File: config.mk
export PLATFORM = sky130hd
export DESIGN_NAME = sdf_back
export DESIGN_NICKNAME = d
export VERILOG_FILES = /design/src/rtl/core/sdf_pkg.sv /design/src/rtl/core/sdf_back.sv
export SDC_FILE = /design/constraint.sdc
export NUM_CORES = 1
export LEC_CHECK = 0
export BUFFER_PORTS_ARGS = -buffer_cell sky130_fd_sc_hd__buf_2
export CORE_MARGIN = 3
export CORE_UTILIZATION = 45
export CTS_CLUSTER_DIAMETER = 200
export DETAILED_ROUTE_END_ITERATION = 8
export MAX_ROUTING_LAYER = met4
export PLACE_DENSITY = 0.86
export SYNTH_ARGS = -nofsm -noshare
export SYNTH_HDL_FRONTEND = slang
export SYNTH_SLANG_ARGS = --single-unit
File: constraint.sdc
create_clock -name clock -period 2.8 [get_ports clock]
set_clock_uncertainty 0.15 [all_clocks]
set_input_delay 0.56 -clock clock [delete_from_list [all_inputs] [get_ports clock]]
set_output_delay 0.56 -clock clock [all_outputs]
set_load 0.02 [all_outputs]
File: src/rtl/core/sdf_pkg.sv
package sdf_pkg;

   localparam int DIGIT_COUNT = 6;
   localparam int LINE_LEN = DIGIT_COUNT + 6;
   localparam int DIGIT_IDX_W = (DIGIT_COUNT > 1) ? $clog2(DIGIT_COUNT) : 1;
   localparam int POS_W = $clog2(LINE_LEN);
   localparam int QUEUE_DEPTH = 2;
   localparam int QPTR_W = $clog2(QUEUE_DEPTH);
   localparam int QCOUNT_W = $clog2(QUEUE_DEPTH + 1);

   localparam logic [31:0] DIV10_RECIP = 32'hCCCC_CCCD;
   localparam int DIV10_SHIFT = 35;

   localparam logic [7:0] CHAR_COLON = 8'h3A;
   localparam logic [7:0] CHAR_MINUS = 8'h2D;
   localparam logic [7:0] CHAR_SPACE = 8'h20;
   localparam logic [7:0] CHAR_ZERO = 8'h30;

   localparam logic [POS_W-1:0] POS_TAG = POS_W'(0);
   localparam logic [POS_W-1:0] POS_COLON = POS_W'(1);
   localparam logic [POS_W-1:0] POS_GAP = POS_W'(2);
   localparam logic [POS_W-1:0] POS_SIGN = POS_W'(3);
   localparam logic [POS_W-1:0] POS_FIRST_DIGIT = POS_W'(4);
   localparam logic [POS_W-1:0] POS_LAST_DIGIT = POS_W'(DIGIT_COUNT + 3);
   localparam logic [POS_W-1:0] POS_LAST = POS_W'(LINE_LEN - 1);

   typedef struct packed {
      logic signed [31:0] reading;
      logic [7:0] tag_char;
   } req_type;

   typedef struct packed {
      logic [7:0] text_char;
      logic end_of_line;
   } rsp_type;

   typedef struct packed {
      logic [7:0] tag_char;
      logic neg;
      logic [DIGIT_COUNT-1:0][3:0] digits;
   } line_type;

endpackage

File: src/rtl/core/sdf_back.sv
module sdf_back (
   input logic clock,
   input logic reset,
   input logic q_empty,
   input sdf_pkg::line_type q_head,
   output logic q_pop,
   output logic empty,
   input logic pop,
   output sdf_pkg::rsp_type rsp_data
);
   import sdf_pkg::*;

   logic [POS_W-1:0] pos_ff, pos_in;
   logic rsp_valid_ff, rsp_valid_in;
   rsp_type rsp_ff, rsp_in;

   logic load;
   logic last;
   logic [POS_W-1:0] digit_sel;
   logic [3:0] digit;
   logic [7:0] next_char;

   assign load = !q_empty && (!rsp_valid_ff || pop);
   assign last = (pos_ff == POS_LAST);
   assign q_pop = load && last;
   assign digit_sel = POS_LAST_DIGIT - pos_ff;
   assign digit = q_head.digits[digit_sel[DIGIT_IDX_W-1:0]];

   always_comb begin
      case (pos_ff) inside
         POS_TAG: next_char = q_head.tag_char;
         POS_COLON: next_char = CHAR_COLON;
         POS_GAP: next_char = CHAR_SPACE;
         POS_SIGN: next_char = q_head.neg ? CHAR_MINUS : CHAR_SPACE;
         [POS_FIRST_DIGIT:POS_LAST_DIGIT]: next_char = CHAR_ZERO | {4'b0000, digit};
         default: next_char = CHAR_SPACE;
      endcase
   end

   always_comb begin
      pos_in = pos_ff;
      rsp_valid_in = rsp_valid_ff;
      rsp_in = rsp_ff;
      if (load) begin
         rsp_in = '{text_char: next_char, end_of_line: last};
         rsp_valid_in = 1'b1;
         pos_in = last ? '0 : pos_ff + POS_W'(1);
      end else if (pop) begin
         rsp_valid_in = 1'b0;
      end
   end

   assign empty = !rsp_valid_ff;
   assign rsp_data = rsp_ff;

   always_ff @(posedge clock) begin
      if (reset) begin
         pos_ff <= '0;
         rsp_valid_ff <= 1'b0;
      end else begin
         pos_ff <= pos_in;
         rsp_valid_ff <= rsp_valid_in;
      end
      rsp_ff <= rsp_in;
   end

endmodule

After elaboration in Yosys (flattened, before gate mapping)
Index checks and enable logic that the tools add are counted.
Cells by class
  add/subtract/negate cells: 2
  $lt $le $gt $ge: 3
  equal/unequal tests: 4
  mux-type cells: 11
  reductions and logical operators: 8
Operators with widths (count)
  $mux 8: 3
  $bmux 4 s3: 1
  $mux 4: 3
  $mux 5: 2
  $eq 4x2->1 const B: 2
  $add 4x1->4 const B: 1
  $eq 4x1->1 const B: 1
  $eq 4x4->1 const B: 1
  $ge 4x3->1 const B: 1
  $le 4x4->1 const B: 1
  $logic_not 4->1: 1
  $lt 3x4->1 const B: 1
  $logic_and 1x1->1: 3
  $sub 1x3->3 const A: 1
  $logic_not 1->1: 2
  $mux 1: 2
  $reduce_bool 2->1: 1
  $logic_or 1x1->1: 1
Word-level totals
  register bits after elaboration: 14
  logic and storage cells: 32

Longest topological paths before layout
  depth after elaboration: 8
  mapped depth: 8
  gate-level depth less buffers: 6

Least setup slack after synthesis
No wires, ideal clock.
  path kind: input to output
  from: input pop
  to: output q_pop
  arrival time: 1444 ps
  setup slack: 646 ps
  stages: 4
  buffers on the path: 0
  cells stage by stage: nor2b_1 or2_2 inv_1 and2_1
Between the ends
  longest elaborated chain between the ends: 3
RTL lines
  start: declaration: line sdf_back.sv:8  | input logic pop,
  $logic_or 1x1->1: line sdf_back.sv:23  | assign load = !q_empty && (!rsp_valid_ff || pop);
  $logic_and 1x1->1: line sdf_back.sv:23
  via load: line sdf_back.sv:17  | logic load;
  $logic_and 1x1->1: line sdf_back.sv:25  | assign q_pop = load && last;
  end: declaration: line sdf_back.sv:6  | output logic q_pop,
The timed path passes the listed nets, and every way through them passes these cells.

Worst setup path after layout
  from: register pos_ff[1]
  to: output q_pop
Between the ends
  longest elaborated chain between the ends: 2
RTL lines
  start: declaration: line sdf_back.sv:13  | logic [POS_W-1:0] pos_ff, pos_in;
  start signal: assignment: line sdf_back.sv:61  | pos_ff <= pos_in;
  $eq 4x4->1: line sdf_back.sv:24  | assign last = (pos_ff == POS_LAST);
  via last: line sdf_back.sv:18  | logic last;
  $logic_and 1x1->1: line sdf_back.sv:25
The timed path passes the listed nets, and every way through them passes these cells.

==> impl_results.html <==
<table>
<tr><th>Metric</th><th>Value</th></tr>
<tr><th colspan="2">Yosys</th></tr>
<tr><td>Cell type with the largest total area after synthesis</td><td>sky130_fd_sc_hd__edfxtp_1</td></tr>
<tr><td>Yosys reg bits</td><td>14</td></tr>
<tr><td>Mean cell area of the mapped netlist</td><td>9.69 um2</td></tr>
<tr><td>Ys Warns</td><td>0</td></tr>
<tr><td>Number of enable flip-flop cells after synthesis</td><td>9</td></tr>
<tr><td>Library cells used by synthesis</td><td>35</td></tr>
<tr><td>Sequential fraction of the synthesis area</td><td>37.5%</td></tr>
<tr><td>Post-synthesis cell count</td><td>102</td></tr>
<tr><td>Portion of synthesized cell area occupied by the leading cell type</td><td>27.3%</td></tr>
<tr><td>Proportion of register bits with asynchronous set or reset after synthesis</td><td>0%</td></tr>
<tr><td>Area contributors post-synth</td><td>sky130_fd_sc_hd__edfxtp_1 27%, sky130_fd_sc_hd__dfxtp_1 10%, sky130_fd_sc_hd__ha_1 7.6%, sky130_fd_sc_hd__mux2i_1 7.1%, sky130_fd_sc_hd__a21oi_1 5.6%</td></tr>
<tr><td>Most frequent cells after synthesis</td><td>11 x sky130_fd_sc_hd__a21oi_1, 9 x sky130_fd_sc_hd__edfxtp_1, 7 x sky130_fd_sc_hd__mux2i_1</td></tr>
<tr><td>Synth Net Count</td><td>145</td></tr>
<tr><td>Most used flip-flop cell after synthesis</td><td>sky130_fd_sc_hd__edfxtp_1</td></tr>
<tr><td>Post-Syn Area</td><td>988 um2</td></tr>
<tr><td>Most instantiated library cell after synthesis</td><td>sky130_fd_sc_hd__a21oi_1</td></tr>
<tr><th colspan="2">Power</th></tr>
<tr><td>Pwr Density</td><td>409 nW/um2</td></tr>
<tr><td>Leakage component of the power</td><td>0.588 nW</td></tr>
<tr><td>VDD IR max</td><td>0.276 mV</td></tr>
<tr><td>Total Power</td><td>519 uW</td></tr>
<tr><th colspan="2">Worst setup path</th></tr>
<tr><td>First element of the critical path</td><td>pos_ff[1]</td></tr>
<tr><td>Number of buffer and inverter stages on the critical path</td><td>1</td></tr>
<tr><td>Kind of capture point of the worst setup path</td><td>output port</td></tr>
<tr><td>Critical-path top delay cell</td><td>sky130_fd_sc_hd__dfxtp_1</td></tr>
<tr><td>Required time reported for the critical path endpoint</td><td>2.09 ns</td></tr>
<tr><td>Setup Crit Path Kind</td><td>reg2out</td></tr>
<tr><td>Capture point of the critical path</td><td>q_pop</td></tr>
<tr><td>CP peak stage delay</td><td>0.59 ns</td></tr>
<tr><td>Crit path depth</td><td>4</td></tr>
<tr><td>Beginning of the worst register-to-register path</td><td>pos_ff[1]</td></tr>
<tr><td>Maximum fanout along the worst path</td><td>14</td></tr>
<tr><td>Minimum setup slack among reg-to-reg paths</td><td>0.37 ns</td></tr>
<tr><td>RR Endpoint</td><td>rsp_data[1]</td></tr>
<tr><td>Chain of cells forming the critical path</td><td>ha_1 &gt; and3b_1 &gt; and2_1 &gt; buf_2</td></tr>
<tr><td>Startpoint type of the worst setup path</td><td>register</td></tr>
<tr><td>Register-to-Register Path Depth</td><td>5</td></tr>
<tr><td>Dominant delay contributor by cell family on the critical path</td><td>flip-flops</td></tr>
<tr><td>Data arrival at the endpoint of the critical path</td><td>1.78 ns</td></tr>
<tr><th colspan="2">Placed design</th></tr>
<tr><td>Port bufs</td><td>47</td></tr>
<tr><td>Placer's final routability congestion estimate</td><td>0.850</td></tr>
<tr><td>Detailed placement HPWL</td><td>2100 um</td></tr>
<tr><th colspan="2">Clock network</th></tr>
<tr><td>CTS H-Tree Depth</td><td>1</td></tr>
<tr><td>Total setup buffers inserted after CTS</td><td>0</td></tr>
<tr><td>Clock tree from TritonCTS</td><td>built</td></tr>
<tr><td>Max Buffers Root-to-Sink</td><td>2</td></tr>
<tr><td>Clk slew on worst S/H paths</td><td>0.09 ns</td></tr>
<tr><td>Master cell of the clock root buffer</td><td>sky130_fd_sc_hd__clkbuf_4</td></tr>
<tr><td>Total of hold buffers inserted after clock tree synthesis</td><td>0</td></tr>
<tr><td>Total clock buffers created by CTS</td><td>3</td></tr>
<tr><td>Number of resized instances in the post-cts repair step</td><td>0</td></tr>
<tr><td>CTS sink count</td><td>14</td></tr>
<tr><td>Worst-Skew Late Latency</td><td>0.28 ns</td></tr>
<tr><th colspan="2">Drt</th></tr>
<tr><td>Detail Route Antenna Nets</td><td>0</td></tr>
<tr><td>Detailed-router iteration count before antenna repair</td><td>4</td></tr>
<tr><td>Drt initial violations</td><td>26</td></tr>
<tr><td>Detailed route wirelength on metal3</td><td>139 um</td></tr>
<tr><td>Highest signal layer in the routed design</td><td>met4</td></tr>
<tr><td>Average wire length per cell after detail routing</td><td>14.6 um</td></tr>
<tr><td>Met2 WL post-DR</td><td>1400 um</td></tr>
<tr><td>DRC violation count after routing</td><td>0</td></tr>
<tr><td>Vias post-DR</td><td>960</td></tr>
<tr><td>Routed wire length</td><td>2590 um</td></tr>
<tr><td>WL met1</td><td>1030 um</td></tr>
<tr><td>Average via count per standard cell</td><td>5.42</td></tr>
<tr><th colspan="2">Timing</th></tr>
<tr><td>Setup TNS Final</td><td>0 ns</td></tr>
<tr><td>Worst-margin pin slew</td><td>0.469 ns</td></tr>
<tr><td>Tcrit/Tclk final</td><td>89.1%</td></tr>
<tr><td>RSZ-0062 raised after global routing</td><td>no</td></tr>
<tr><td>Max Transition Viols Final</td><td>0</td></tr>
<tr><td>Min cycle time layout</td><td>2.49 ns</td></tr>
<tr><td>Relative slew slack</td><td>67.9%</td></tr>
<tr><td>Count of final hold-check violations</td><td>0</td></tr>
<tr><td>Maximum clock frequency</td><td>401 MHz</td></tr>
<tr><td>Setup Viol. Count Final</td><td>0</td></tr>
<tr><th colspan="2">Floorplanning</th></tr>
<tr><td>Horizontal die dimension</td><td>52.9 um</td></tr>
<tr><td>Initial cell density of the core</td><td>48.9%</td></tr>
<tr><td>Standard cell core area</td><td>2020 um2</td></tr>
<tr><td>Die outline height</td><td>52.9 um</td></tr>
<tr><td>Die Footprint</td><td>2790 um2</td></tr>
<tr><td>Standard-cell rows</td><td>16</td></tr>
<tr><td>Number of placed I/O pins</td><td>48</td></tr>
<tr><th colspan="2">Global route</th></tr>
<tr><td>First-pass GRT wire length</td><td>4370 um</td></tr>
<tr><td>Global-route usage over all layers</td><td>22.0%</td></tr>
<tr><td>Total congestion overflow</td><td>0</td></tr>
<tr><td>Number of global-route vias before repair</td><td>983</td></tr>
<tr><td>Maximum number of pins on one net before global-route repair</td><td>15</td></tr>
<tr><td>Antenna violations before repair</td><td>0</td></tr>
<tr><th colspan="2">Final layout</th></tr>
<tr><td>Fraction of final layout cells sized beyond drive strength 1</td><td>41.3%</td></tr>
<tr><td>Layout filler cell count</td><td>190</td></tr>
<tr><td>Diode insertion count for antenna repair</td><td>0</td></tr>
<tr><td>Final #Nets</td><td>194</td></tr>
<tr><td>Area growth from synthesis to layout</td><td>28.4%</td></tr>
<tr><th colspan="2">Flow run</th></tr>
<tr><td>Number of max-cap violations</td><td>0</td></tr>
<tr><th colspan="2">Worst hold path</th></tr>
<tr><td>Kind of path behind the tightest hold check</td><td>in2reg</td></tr>
<tr><th colspan="2">Status</th></tr>
<tr><td>Run status</td><td>finished clean</td></tr>
</table>
==> how the worst min path moves through the flow <==
stage / from / end / slack [ns] / cells after the start
3_3_place_gp: rsp_valid_ff / rsp_valid_ff / 0.44 / 3
5_1_grt: q_empty / rsp_valid_ff / 0.34 / 2
6_report: q_empty / rsp_valid_ff / 0.33 / 2
2_1_floorplan: rsp_valid_ff / rsp_valid_ff / 0.42 / 3
3_5_place_dp: rsp_valid_ff / rsp_valid_ff / 0.47 / 3
4_1_cts: q_empty / rsp_valid_ff / 0.33 / 2
==> power breakdown <==
| group | leakage [nW] | switching (mW) | internal [mW] |
|---|---|---|---|
| clock | 0.0154 | 0.0708 | 0.0517 |
| sequential | 0.129 | 0.00946 | 0.238 |
| combinational | 0.444 | 0.0788 | 0.0701 |
==> cell type report <==
type                    instances  area, um2  share of cell area, %
clock inverters                 1       3.75                  0.296
repair buffers                 49        250                   19.7
inverters                       6       22.5                   1.78
clock buffers                   3       22.5                   1.78
well taps                      27       33.8                   2.66
flip-flops and latches         14        370                   29.2
multi-input cells              77        566                   44.6
==> sequential cells by signal, indices dropped and copies added (netlist names) <==
signal / flops
pos_ff: 4
rsp_data: 9
rsp_valid_ff: 1
==> metrics by stage <==
step                      setup slack (ns)  cell area [um2]  instances  utilization [%]  hold slack, ns
after detailed placement             0.405             1240        173             61.4           0.466
final                                0.306             1270        177             62.7           0.333
after CTS                            0.300             1270        177             62.7           0.334
after global placement               0.537             1240        173             61.4           0.440
after global routing                 0.138             1270        177             62.7           0.341
after floorplan                      0.646              988        102                -           0.417
==> cell usage in the layout, fill, tap and decap left out, types with 3 or more instances in the layout <==
| master | count |
|---|---|
| sky130_fd_sc_hd__inv_1 | 6 |
| sky130_fd_sc_hd__nor3_1 | 5 |
| sky130_fd_sc_hd__nor2_1 | 6 |
| sky130_fd_sc_hd__a31oi_1 | 3 |
| sky130_fd_sc_hd__ha_1 | 6 |
| sky130_fd_sc_hd__nand2_1 | 6 |
| sky130_fd_sc_hd__mux2i_1 | 7 |
| sky130_fd_sc_hd__dfxtp_1 | 5 |
| sky130_fd_sc_hd__buf_2 | 47 |
| sky130_fd_sc_hd__clkbuf_4 | 3 |
| sky130_fd_sc_hd__edfxtp_1 | 9 |
| sky130_fd_sc_hd__a21oi_1 | 11 |
| sky130_fd_sc_hd__o21ai_0 | 4 |
==> per-layer routing <==
layer	track usage, %	vias to the layer above
met5	-	-
met4	5.53	0
met3	3.66	2
met2	41.1	38
met1	23.9	447
li1	-	473
==> cells by family (layout without fill, tap and decap cells) <==
family	count (synthesis)	in the layout	synth area share (%)
compound gates	27	27	18.4
buf+inv	11	59	5.32
flops	14	14	37.5
fa+ha+maj	6	6	7.59
mux	11	11	13.2
simple gates	33	33	18.1
(Power assumes the default switching activity.)
