$ cat config.mk
export PLATFORM = sky130hd
export DESIGN_NAME = sdf_queue
export DESIGN_NICKNAME = d
export VERILOG_FILES = /design/src/rtl/core/sdf_pkg.sv /design/src/rtl/core/sdf_queue.sv
export SDC_FILE = /design/constraint.sdc
export NUM_CORES = 1
export LEC_CHECK = 0
export BUFFER_PORTS_ARGS = -buffer_cell sky130_fd_sc_hd__buf_4
export CAP_MARGIN = 20
export CORE_ASPECT_RATIO = 1.5
export CORE_MARGIN = 2
export CORE_UTILIZATION = 55
export CTS_CLUSTER_DIAMETER = 80
export DETAILED_ROUTE_END_ITERATION = 8
export GPL_TIMING_DRIVEN = 0
export PLACE_DENSITY = 0.94
export SYNTH_ARGS = -nofsm -noshare
export SYNTH_HDL_FRONTEND = slang
export SYNTH_SLANG_ARGS = --single-unit
$ cat constraint.sdc
create_clock -name clock -period 4.8 [get_ports clock]
set_clock_uncertainty 0.05 [all_clocks]
set_input_delay 0.48 -clock clock [delete_from_list [all_inputs] [get_ports clock]]
set_output_delay 0.48 -clock clock [all_outputs]
set_load 0.005 [all_outputs]
$ cat src/rtl/core/sdf_pkg.sv
package sdf_pkg;

   localparam int DIGIT_COUNT = 6;
   localparam int LINE_LEN = DIGIT_COUNT + 6;
   localparam int DIGIT_IDX_W = (DIGIT_COUNT > 1) ? $clog2(DIGIT_COUNT) : 1;
   localparam int POS_W = $clog2(LINE_LEN);
   localparam int QUEUE_DEPTH = 2;
   localparam int QPTR_W = $clog2(QUEUE_DEPTH);
   localparam int QCOUNT_W = $clog2(QUEUE_DEPTH + 1);

   localparam logic [31:0] DIV10_RECIP = 32'hCCCC_CCCD;
   localparam int DIV10_SHIFT = 35;

   localparam logic [7:0] CHAR_COLON = 8'h3A;
   localparam logic [7:0] CHAR_MINUS = 8'h2D;
   localparam logic [7:0] CHAR_SPACE = 8'h20;
   localparam logic [7:0] CHAR_ZERO = 8'h30;

   localparam logic [POS_W-1:0] POS_TAG = POS_W'(0);
   localparam logic [POS_W-1:0] POS_COLON = POS_W'(1);
   localparam logic [POS_W-1:0] POS_GAP = POS_W'(2);
   localparam logic [POS_W-1:0] POS_SIGN = POS_W'(3);
   localparam logic [POS_W-1:0] POS_FIRST_DIGIT = POS_W'(4);
   localparam logic [POS_W-1:0] POS_LAST_DIGIT = POS_W'(DIGIT_COUNT + 3);
   localparam logic [POS_W-1:0] POS_LAST = POS_W'(LINE_LEN - 1);

   typedef struct packed {
      logic signed [31:0] reading;
      logic [7:0] tag_char;
   } req_type;

   typedef struct packed {
      logic [7:0] text_char;
      logic end_of_line;
   } rsp_type;

   typedef struct packed {
      logic [7:0] tag_char;
      logic neg;
      logic [DIGIT_COUNT-1:0][3:0] digits;
   } line_type;

endpackage

$ cat src/rtl/core/sdf_queue.sv
module sdf_queue (
   input logic clock,
   input logic reset,
   input logic wr_en,
   input sdf_pkg::line_type wr_data,
   output logic full,
   input logic rd_en,
   output sdf_pkg::line_type rd_data,
   output logic empty
);
   import sdf_pkg::*;

   line_type entries_ff [QUEUE_DEPTH];
   logic [QPTR_W-1:0] wr_ptr_ff, wr_ptr_in;
   logic [QPTR_W-1:0] rd_ptr_ff, rd_ptr_in;
   logic [QCOUNT_W-1:0] count_ff, count_in;
   logic do_wr, do_rd;

   assign full = (count_ff == QCOUNT_W'(QUEUE_DEPTH));
   assign empty = (count_ff == '0);
   assign do_wr = wr_en && !full;
   assign do_rd = rd_en && !empty;
   assign rd_data = entries_ff[rd_ptr_ff];

   always_comb begin
      wr_ptr_in = wr_ptr_ff;
      rd_ptr_in = rd_ptr_ff;
      count_in = count_ff;
      if (do_wr) begin
         wr_ptr_in = (wr_ptr_ff == QPTR_W'(QUEUE_DEPTH - 1)) ? '0 : wr_ptr_ff + QPTR_W'(1);
      end
      if (do_rd) begin
         rd_ptr_in = (rd_ptr_ff == QPTR_W'(QUEUE_DEPTH - 1)) ? '0 : rd_ptr_ff + QPTR_W'(1);
      end
      if (do_wr && !do_rd) begin
         count_in = count_ff + QCOUNT_W'(1);
      end else if (do_rd && !do_wr) begin
         count_in = count_ff - QCOUNT_W'(1);
      end
   end

   always_ff @(posedge clock) begin
      if (reset) begin
         wr_ptr_ff <= '0;
         rd_ptr_ff <= '0;
         count_ff <= '0;
      end else begin
         wr_ptr_ff <= wr_ptr_in;
         rd_ptr_ff <= rd_ptr_in;
         count_ff <= count_in;
      end
      if (do_wr) begin
         entries_ff[wr_ptr_ff] <= wr_data;
      end
   end

endmodule

== Yosys cells after proc, flatten, opt, wreduce, memory -nomap -nowiden ==
Memories as Yosys holds them, arrays and structs flattened. A register that Yosys moved wholly into a read port is not among the register bits.
Cells that the tools add are included.
Word-level totals
  input bits: 37
  word-level logic and storage cells: 27
  register bits after elaboration: 4
  bits in writable memories: 66
  memories: 1
Memories
  entries_ff: depth 2, width 33, rd ports 1, clocked after Yosys merged registers in 1, write ports 1, RTL line sdf_queue.sv:13  | line_type entries_ff [QUEUE_DEPTH];
Operators by class
  eq/ne operators: 1
  reduce and logical (&&, ||, !) cells: 10
  mux-type cells: 8
  $add $sub $neg: 4
Operator list (count)
  1-bit two-way mux: 6
  1-bit logical AND: 4
  1-bit logical NOT: 4
  2-bit two-way mux: 2
  1-bit adder (second input constant): 2
  2-bit by 1-bit adder with 2-bit output (second input constant): 1
  2-bit equality test (second input constant): 1
  2-bit logical NOT: 1
  2-bit nonzero test: 1
  2-bit by 1-bit subtractor with 2-bit output (second input constant): 1

== Longest topological paths before layout ==
Gate-level depths: netlist of the first run.
  depth in word-level cells: 7
  depth in mapped cells: 6
  depth with buffers taken out: 6

== Least setup slack after synthesis of the first run ==
Ideal clock, no wire load.
  path type: in2reg
  start point: input port wr_en
  end point: memory entries_ff[0][0] (netlist bit), enable pin
  stages on the path: 3
  slack: 2.824 ns
  buffers on the path: 0
  arrival: 1.539 ns
  cell sequence: inv_1 -> or3_1 -> inv_1
Between the ends
  cells in the longest elaborated chain, start to end: 3
RTL lines
  start: declaration: RTL line sdf_queue.sv:4  | input logic wr_en,
  1-bit logical AND: RTL line sdf_queue.sv:21  | assign do_wr = wr_en && !full;
  1-bit two-way mux: RTL line sdf_queue.sv:52  | if (do_wr) begin
  1-bit two-way mux (implied by the code): RTL line sdf_queue.sv:53  | entries_ff[wr_ptr_ff] <= wr_data;
  end: declaration: RTL line sdf_queue.sv:13
Every way passes these cells.

==> results of run 1 <==
[final timing paths]
check	to	startpoint	depth (start not counted)	slack, ps
max	rd_data[18]	register	4	2690
min	entries_ff[1][29]$_DFFE_PP_	wr_data[29]	1	290
max reg2reg	entries_ff[0][30]$_DFFE_PP_	count_ff[1]$_SDFFE_PP0P_	4	2820
min reg2reg	wr_ptr_ff$_SDFFE_PP0P_	wr_ptr_ff$_SDFFE_PP0P_	2	450
[cell usage after synthesis]
master / instances / area [um^2]
a21oi_1: 2 / 10.0
and2_1: 1 / 6.26
buf_2: 4 / 20.0
dfxtp_1: 5 / 100
edfxtp_1: 66 / 1980
ha_1: 1 / 12.5
inv_1: 2 / 7.51
mux2_2: 33 / 372
nor2_1: 5 / 18.8
nor2b_2: 1 / 8.76
o21ai_0: 3 / 15.0
or3_1: 2 / 12.5
xor2_1: 3 / 26.3
[registers in the layout (all words and copies together) (netlist names), named ones only]
signal,cells
wr_ptr_ff,1
count_ff,2
entries_ff,66
rd_ptr_ff,1
[through the flow]
step / worst slack, ps / instance area [um^2] / util [%] / total power (uW)
global placement: 2400 / 3200 / 70.6 / 1260
floorplan: 2820 / 2590 / - / 1050
global route: 2580 / 3440 / 75.8 / 1850
finish: 2690 / 3440 / 75.8 / 1760
CTS: 2650 / 3440 / 75.8 / 1790
detailed placement: 2670 / 3230 / 71.2 / 1300
[cell type report]
class / instances / share of cell area [%]
clock buffers: 9 / 3.60
repair buffers: 72 / 16.3
well taps: 64 / 2.32
flip-flops and latches: 71 / 60.4
inverters: 2 / 0.218
multi-input cells: 51 / 14.0
plain buffers: 4 / 0.581
clock inverters: 7 / 2.54
[critical path, cell delays in order, from the launching register on]
cell and delay (ps):
dfxtp_1 310, buf_2 150, buf_2 260, mux2_2 390, buf_4 140
[power by group through the flow]
stage | combinational (uW) | clock (uW) | sequential, uW
CTS | 479 | 500 | 809
global placement | 448 | 0 | 817
global route | 510 | 523 | 816
floorplan | 241 | 0 | 812
finish | 469 | 487 | 808
detailed placement | 476 | 0 | 821
[metal layers]
metal,vias to the layer above,share of wire (%),GRT usage [%]
met1,676,35,17.6
li1,654,-,-
met2,44,57,31.4
met3,8,4.5,6.35
met4,0,2.5,9.29
met5,-,0,0
[kinds of logic after synthesis]
group / count (synthesis) / synth area share, %
flops: 71 / 80.3
mux: 33 / 14.3
simple gates: 9 / 1.79
buf+inv: 6 / 1.06
compound gates: 5 / 0.966
xor+xnor: 3 / 1.01
fa+ha+maj: 1 / 0.483
==> metrics.cfg, run 1 <==
[timing]
whs_ps = 287
min_period_over_period_pct = 44.0
relSlewSlack_pct = 47.8
final-hold-violation-count = 0
fmax_mhz = 473
final_max_slew_viol_count = 0
tns_ps = 0
finalSetupViolCount = 0
min_period_ps = 2110
worst_pin_slew_ps = 783
rsz0062_at_grt = no

[worst_setup_path]
critPathLaunchType = register
worstPathRequired_ps = 4270
crit_fanout = 10
critical_path_class = reg2out
cp-end-kind = output port
arrival_ps = 1580

[finish]
areaGrowthSynthToFinish_pct = 32.9
multi_input_area_um2 = 483
regArea_um2 = 2080
layout_commonest_cell = buf_4
fillers = 280
nNetsFinal = 249
most-common-layout-cells = buf_4 (71), edfxtp_1 (66), mux2_2 (33)
finalNonFillerCells = 280
drive_above_1_share_pct = 58.3
diodes = 0

[floorplan]
fp.dieH_um = 88.1
die_area_um2 = 5290
initial_utilization_pct = 57.1
core_um2 = 4540
std_cell_rows = 30
ioPinCount = 72
chipWidth_um = 60.0

[global_routing]
grt_max_degree = 34
grt_usage_pct = 17.8
grt_pass1_wl_mm = 6.51
grt_overflow_total = 0
grt_pass1_vias = 1449
antenna_found_initial = 0

[drt]
finalWirelength_mm = 4.34
ant_nets = 0
drt_first_pass_iters = 4
drt-wirelength-per-cell_um = 15.5
vias_per_cell = 4.94
drt_iter0_drc = 28
drc = 0
vias = 1382

[logic_synthesis]
synth.distinct_cells = 13
yosys_warnings = 0
seq_area_frac_synth_pct = 80.3
syn_inst = 128
syn_nets = 166
ys_seq_elements = 71
avgSynthCellArea_um2 = 20.2
syn_area_um2 = 2590

[pwr]
swShare_pct = 24.2
p_seq_share_pct = 45.8
p_switching_uw = 426
intPower_uw = 1340
p_leak_uw = 0.00132
p_per_area_nw_per_um2 = 512
comb_power_share_pct = 26.6
ir_drop_mv = 0.359
p_clk_share_pct = 27.6

[placement]
gp_congestion = 0.695
dp_hpwl_mm = 3.04
portBuffers = 71
dpl.cell_count = 264

[run_status]
status = finished, final reports clean

[cts]
cts_root_buf = clkbuf_8
cts_sinks = 71
htreeDepth = 3
ctsHoldBuffers = 0
cts.repair.resized = 0
clock_path_buffers = 2
cts_buffers = 9
clk_pin_slew_ps = 70
cts_tree = done
clock_latency_ps = 320
postCtsSetupBuffers = 0

[min_path]
hp-class = in2reg

[flow_run]
maxCapViolations = 0

(Power assumes the default switching activity.)
==> inputs of run 2 (changes only) <==
- CORE_UTILIZATION: 55 -> 46
- PLACE_DENSITY: 0.94 -> 0.85
- clock period: 4.8 -> 1.7 ns (I/O delays scaled with it)
==> run 2 against run 1 <==
Compared with the run above:
- register-to-register slack got worse by 2700 ps
- die area rose by 18%
- utilization fell by 5.8 points
- worst setup slack got worse by 2600 ps
- first-iteration DRC count rose to 2.5 times the previous value
- combinational power rose to 3.2 times the previous value
- clock power rose by 130%
- largest power group unchanged
- critical path type unchanged
- sequential cell count did not move
==> metrics.cfg, run 2 (synthesis gave the netlist of run 1 again) <==
[worst_setup_path]
critPathLaunchType = register
cp-end-kind = output port
crit_fanout = 10  ; unchanged
critical_path_class = reg2out
arrival_ps = 1420  ; -160 ps
r2r-start = count_ff[1]$_SDFFE_PP0P_
worstPathRequired_ps = 1480  ; -2790 ps

[placement]
gp_congestion = 0.667  ; -3.9%
portBuffers = 71  ; unchanged
placed_cell_area_um2 = 3220  ; -0.50%
dp_hpwl_mm = 2.92  ; -3.9%

[pwr]
p_switching_uw = 1240  ; +190%
p_seq_share_pct = 46.3  ; +0.5 points
p_per_area_nw_per_um2 = 1300  ; +150%
comb_power_share_pct = 30.7  ; +4.1 points
ir_drop_mv = 0.905  ; +150%
p_clk_share_pct = 23.0  ; -4.6 points
swShare_pct = 25.0  ; +0.81 points
intPower_uw = 3710  ; +180%
p_leak_uw = 0.00145  ; +9.8%

[cts]
htreeDepth = 3  ; unchanged
clock_path_buffers = 2  ; unchanged
cts_sinks = 71  ; unchanged
cts_root_buf = clkbuf_8
clock_latency_ps = 320  ; about the same
clk_pin_slew_ps = 70  ; about the same
cts_buffers = 9  ; unchanged
cts_tree = done

[finish]
largestRegisters = entries_ff: 66 flops, count_ff: 2 flops
regArea_um2 = 2080  ; +0.12%
drive_above_1_share_pct = 51.0  ; -7.3 points
fillers = 377  ; +35%
nNetsFinal = 286  ; +15%
most-common-layout-cells = buf_4 (73), edfxtp_1 (66), dlygate4sd3_1 (34)
multi_input_area_um2 = 489  ; +1.3%
top_register = entries_ff
areaGrowthSynthToFinish_pct = 47.3
diodes = 0  ; unchanged
utilization_pct = 70.0  ; -5.8 points
largest_reg_flops = 66  ; unchanged
stdcell_area_um2 = 3820  ; +11%
layout_commonest_cell = buf_4

[drt]
met1_length_mm = 1.77  ; +15%
ant_nets = 0  ; unchanged
drt_iter0_drc = 71  ; +150%
vias_per_cell = 4.71  ; -4.6%
highest_layer = met4
wl_met2_mm = 2.99  ; +20%
finalWirelength_mm = 5.00  ; +15%
wl_met3_um = 171  ; -13%
drt-wirelength-per-cell_um = 15.5  ; -0.16%
vias = 1521  ; +10%
drt_first_pass_iters = 4  ; unchanged
drc = 0  ; unchanged

[global_routing]
grt_pass1_wl_mm = 7.53  ; +16%
antenna_found_initial = 0  ; unchanged
grt_max_degree = 34  ; unchanged
grt_overflow_total = 0  ; unchanged
grt_usage_pct = 16.9  ; -0.87 points
grt_pass1_vias = 1639  ; +13%

[timing]
min_period_ps = 1640
fmax_mhz = 609
finalSetupViolCount = 0  ; unchanged
min_period_over_period_pct = 96.6
final-hold-violation-count = 0  ; unchanged
final_max_slew_viol_count = 0  ; unchanged
worst_pin_slew_ps = 453  ; -330 ps
whs_ps = 186  ; -101 ps
relSlewSlack_pct = 69.8  ; +22 points
rsz0062_at_grt = no
tns_ps = 0  ; unchanged

[floorplan]
chipWidth_um = 65.3  ; +8.7%
core_um2 = 5450  ; +20%
initial_utilization_pct = 47.5  ; -9.5 points
std_cell_rows = 33  ; +10%
fp.dieH_um = 95.9  ; +8.9%
die_area_um2 = 6260  ; +18%
ioPinCount = 72  ; unchanged

[run_status]
status = finished, final reports clean

[min_path]
hold_start = wr_en
hp-class = in2reg

[flow_run]
maxCapViolations = 0  ; unchanged

## run 2: cell types whose count changed in the layout (fill, tap and decap cells not counted), moves of 2 or more
cell           delta
dlygate4sd3_1    +34
buf_2             -4
clkbuf_1          +4
buf_8             +3
buf_4             +2
bufinv_16         -2
clkbuf_8          +2
clkinv_2          -2
clkinvlp_4        +2
dfxtp_1           -2
dfxtp_2           +2
## run 2: final timing paths
path,to,slack (ps),depth (start not counted)
setup / recovery,rd_data[30],60,4
hold / removal,wr_ptr_ff$_SDFFE_PP0P_,190,4
setup reg to reg,count_ff[1]$_SDFFE_PP0P_,140,5
hold reg to reg,count_ff[1]$_SDFFE_PP0P_,450,2
## run 2: area by class of cell
type,count,share of cell area (%)
clock inverter,1,0.131
timing repair buffer,108,23.8
clock buffer,15,4.36
buffer,4,1.48
inverter,2,0.295
sequential,71,54.6
tap,70,2.30
timing repair inverter,1,0.197
multi-input combinational,51,12.8
## run 2: stage by stage
stage	power [uW]	setup WS [ps]	std cells
3_5_place_dp	3620	-251	269
4_1_cts	4910	-43.0	323
2_1_floorplan	2980	63.4	128
6_report	4950	58.5	323
5_1_grt	5200	1.99	323
3_3_place_gp	3580	-209	269
## run 2: routing by layer
layer,vias up,track usage (%)
met5,-,0
met4,0,7.29
met3,5,4.91
met2,40,32.1
met1,746,16.7
li1,730,-
## run 2: what timing repair did
action,in CTS,in global routing
buffers inserted,3,0
endpoints found under the hold margin,71,0
pin swaps,0,0
gates resized for setup,5,13
cloned,1,0
endpoints found under the setup margin,96,31
hold buffers,34,0
## run 2: worst max-delay path: stages, from the launching register on
cell     delay, ps
dfxtp_1        320
buf_6          140
buf_8          150
mux2_2         350
buf_4          140
## run 2: power by group through the flow
| stage | Sequential (uW) | Clock (uW) | Combinational [uW] |
|---|---|---|---|
| global placement | 2300 | 0 | 1280 |
| floorplan | 2290 | 0 | 689 |
| global route | 2320 | 1250 | 1630 |
| detailed placement | 2320 | 0 | 1310 |
| CTS | 2280 | 1180 | 1460 |
| finish | 2290 | 1140 | 1520 |
==> inputs of run 3 (changes only) <==
- GPL_TIMING_DRIVEN: 0 -> 1
==> run 3 against run 2 <==
Compared with the run above:
- count of clock-buffer cells in the layout fell by 6
- die area stayed put
- combinational power about the same
- sequential share of layout area decreased by 0.71 points
- global-route usage increased by 0.051 points
- critical endpoint is now rd_data[29]
- largest power group unchanged
==> metrics.cfg, run 3 (synthesis gave the netlist of run 1 again) <==
[timing]
final_max_slew_viol_count = 0  ; unchanged
final-hold-violation-count = 0  ; unchanged
worst_pin_slew_ps = 258  ; -195 ps
min_period_ps = 1650  ; +11.2 ps
tns_ps = 0  ; unchanged
min_period_over_period_pct = 97.2  ; +0.66 points
whs_ps = 221  ; +34.5 ps
relSlewSlack_pct = 82.7  ; +13 points
finalSetupViolCount = 0  ; unchanged
fmax_mhz = 605  ; -0.68%

[worst_setup_path]
crit_cells = 3  ; -1
critPathLaunchType = register
worstPathRequired_ps = 1480  ; about the same
crit_buf_inv = 2  ; -1
critical_path_class = reg2out
crit_fanout = 16  ; +6
crit_family = flip-flops
cp-end-kind = output port
arrival_ps = 1430  ; about the same
max_stage_delay_ps = 400  ; +50 ps
crit_path_cell_trace = clkbuf_16, mux2_2, buf_4
slowest_stage = dfxtp_2
worst-r2r-cell-count = 5  ; unchanged

[drt]
drt_iter0_drc = 65  ; -8.5%
vias = 1532  ; +0.72%
finalWirelength_mm = 5.15  ; +3.1%
vias_per_cell = 4.79  ; +1.7%
drt_first_pass_iters = 4  ; unchanged
ant_nets = 0  ; unchanged
drt-wirelength-per-cell_um = 16.1  ; +4.1%
drc = 0  ; unchanged

[finish]
layout_commonest_cell = buf_4
diodes = 0  ; unchanged
drive_above_1_share_pct = 52.4  ; +1.4 points
most-common-layout-cells = buf_4 (72), edfxtp_1 (66), dlygate4sd3_1 (34)
nNetsFinal = 284  ; -0.70%
multi_input_area_um2 = 488  ; -0.26%
regArea_um2 = 2090  ; about the same
fillers = 366  ; -2.9%
utilization_pct = 71.0  ; +0.96 points
areaGrowthSynthToFinish_pct = 49.3
largest_reg_flops = 66  ; unchanged
stdcell_area_um2 = 3870  ; +1.4%
largestRegisters = entries_ff: 66 flops, count_ff: 2 flops
top_register = entries_ff

[cts]
postCtsSetupBuffers = 0  ; -3
cts_buffers = 9  ; unchanged
htreeDepth = 3  ; unchanged
clock_latency_ps = 330  ; about the same
cts_root_buf = clkbuf_8
cts_tree = done
clk_pin_slew_ps = 70  ; about the same
cts_sinks = 71  ; unchanged
clock_path_buffers = 2  ; unchanged

[pwr]
p_leak_uw = 0.00147  ; +1.4%
ir_drop_mv = 1.03  ; +13%
p_per_area_nw_per_um2 = 1350  ; +4.1%
power_uw = 5220  ; +5.5%

[floorplan]
chipWidth_um = 65.3  ; unchanged
core_um2 = 5450  ; unchanged
ioPinCount = 72  ; unchanged
die_area_um2 = 6260  ; unchanged
std_cell_rows = 33  ; unchanged
fp.dieH_um = 95.9  ; unchanged
initial_utilization_pct = 47.5  ; unchanged

[placement]
placed_cell_area_um2 = 3280  ; +2.1%
gp_congestion = 0.677  ; +1.5%
portBuffers = 71  ; unchanged
dp_hpwl_mm = 3.12  ; +6.8%

[run_status]
status = finished, final reports clean

[global_routing]
grt_pass1_wl_mm = 7.51  ; -0.27%
antenna_found_initial = 0  ; unchanged
grt_usage_pct = 16.9  ; +0.051 points
grt_max_degree = 34  ; unchanged
grt_overflow_total = 0  ; unchanged
grt_pass1_vias = 1587  ; -3.2%

[min_path]
hp-class = in2reg
min_path_cells = 4  ; unchanged

[flow_run]
maxCapViolations = 0  ; unchanged

[run 3: changes by cell type in the layout (fill, tap and decap cells not counted), sizes merged]
cell / delta
clkbuf: -5
clkinv: +2
buf: -2
bufinv: +2
[run 3: power by group]
part / total [uW] / switching, uW / internal, uW
logic: 1520 / 619 / 901
registers: 2300 / 96.8 / 2210
clock network: 1400 / 582 / 814
total: 5220 / 1300 / 3920
[run 3: routing by layer]
metal	GRT usage, %	vias up	wire length (um)
li1	-	726	-
met5	0	-	0
met2	29.9	50	2900
met1	17.9	744	1910
met4	9.20	0	162
met3	5.15	12	176
[run 3: final timing paths]
| check | from | endpoint | slack [ps] |
|---|---|---|---|
| worst max register to register | count_ff[1]$_SDFFE_PP0P_ | count_ff[1]$_SDFFE_PP0P_ | 130 |
| worst min-delay path | wr_en | wr_ptr_ff$_SDFFE_PP0P_ | 220 |
| worst max-delay path | register | rd_data[29] | 50 |
| worst min register to register | rd_ptr_ff$_SDFFE_PP0P_ | rd_ptr_ff$_SDFFE_PP0P_ | 470 |
[run 3: final cells by class]
cell class,count,share of cell area [%]
clock buffers,9,3.20
multi-input cells,51,12.6
flip-flops and latches,71,53.9
well taps,70,2.26
inverters,2,0.291
clock inverters,6,2.23
repair buffers,111,25.5
[run 3: worst reg2reg max path, stage by stage, from the launching register on]
cell and delay, ps:
dfxtp_2 360, nor2b_4 170, nor2_1 70, ha_1 330, or3_1 360, a21oi_1 160
[run 3: what timing repair did]
item | in CTS | in global routing
endpoints found under the hold margin | 71 | 0
endpoints found under the setup margin | 0 | 6
hold buffers | 34 | 0
resized for setup | 0 | 5
[run 3: per-stage QoR]
| stage | instances | setup WS, ps |
|---|---|---|
| 2_1_floorplan | 128 | 63.4 |
| 3_3_place_gp | 270 | 152 |
| 3_5_place_dp | 270 | 100 |
| 4_1_cts | 319 | 15.8 |
| 5_1_grt | 320 | -1.68 |
| 6_report | 320 | 47.3 |
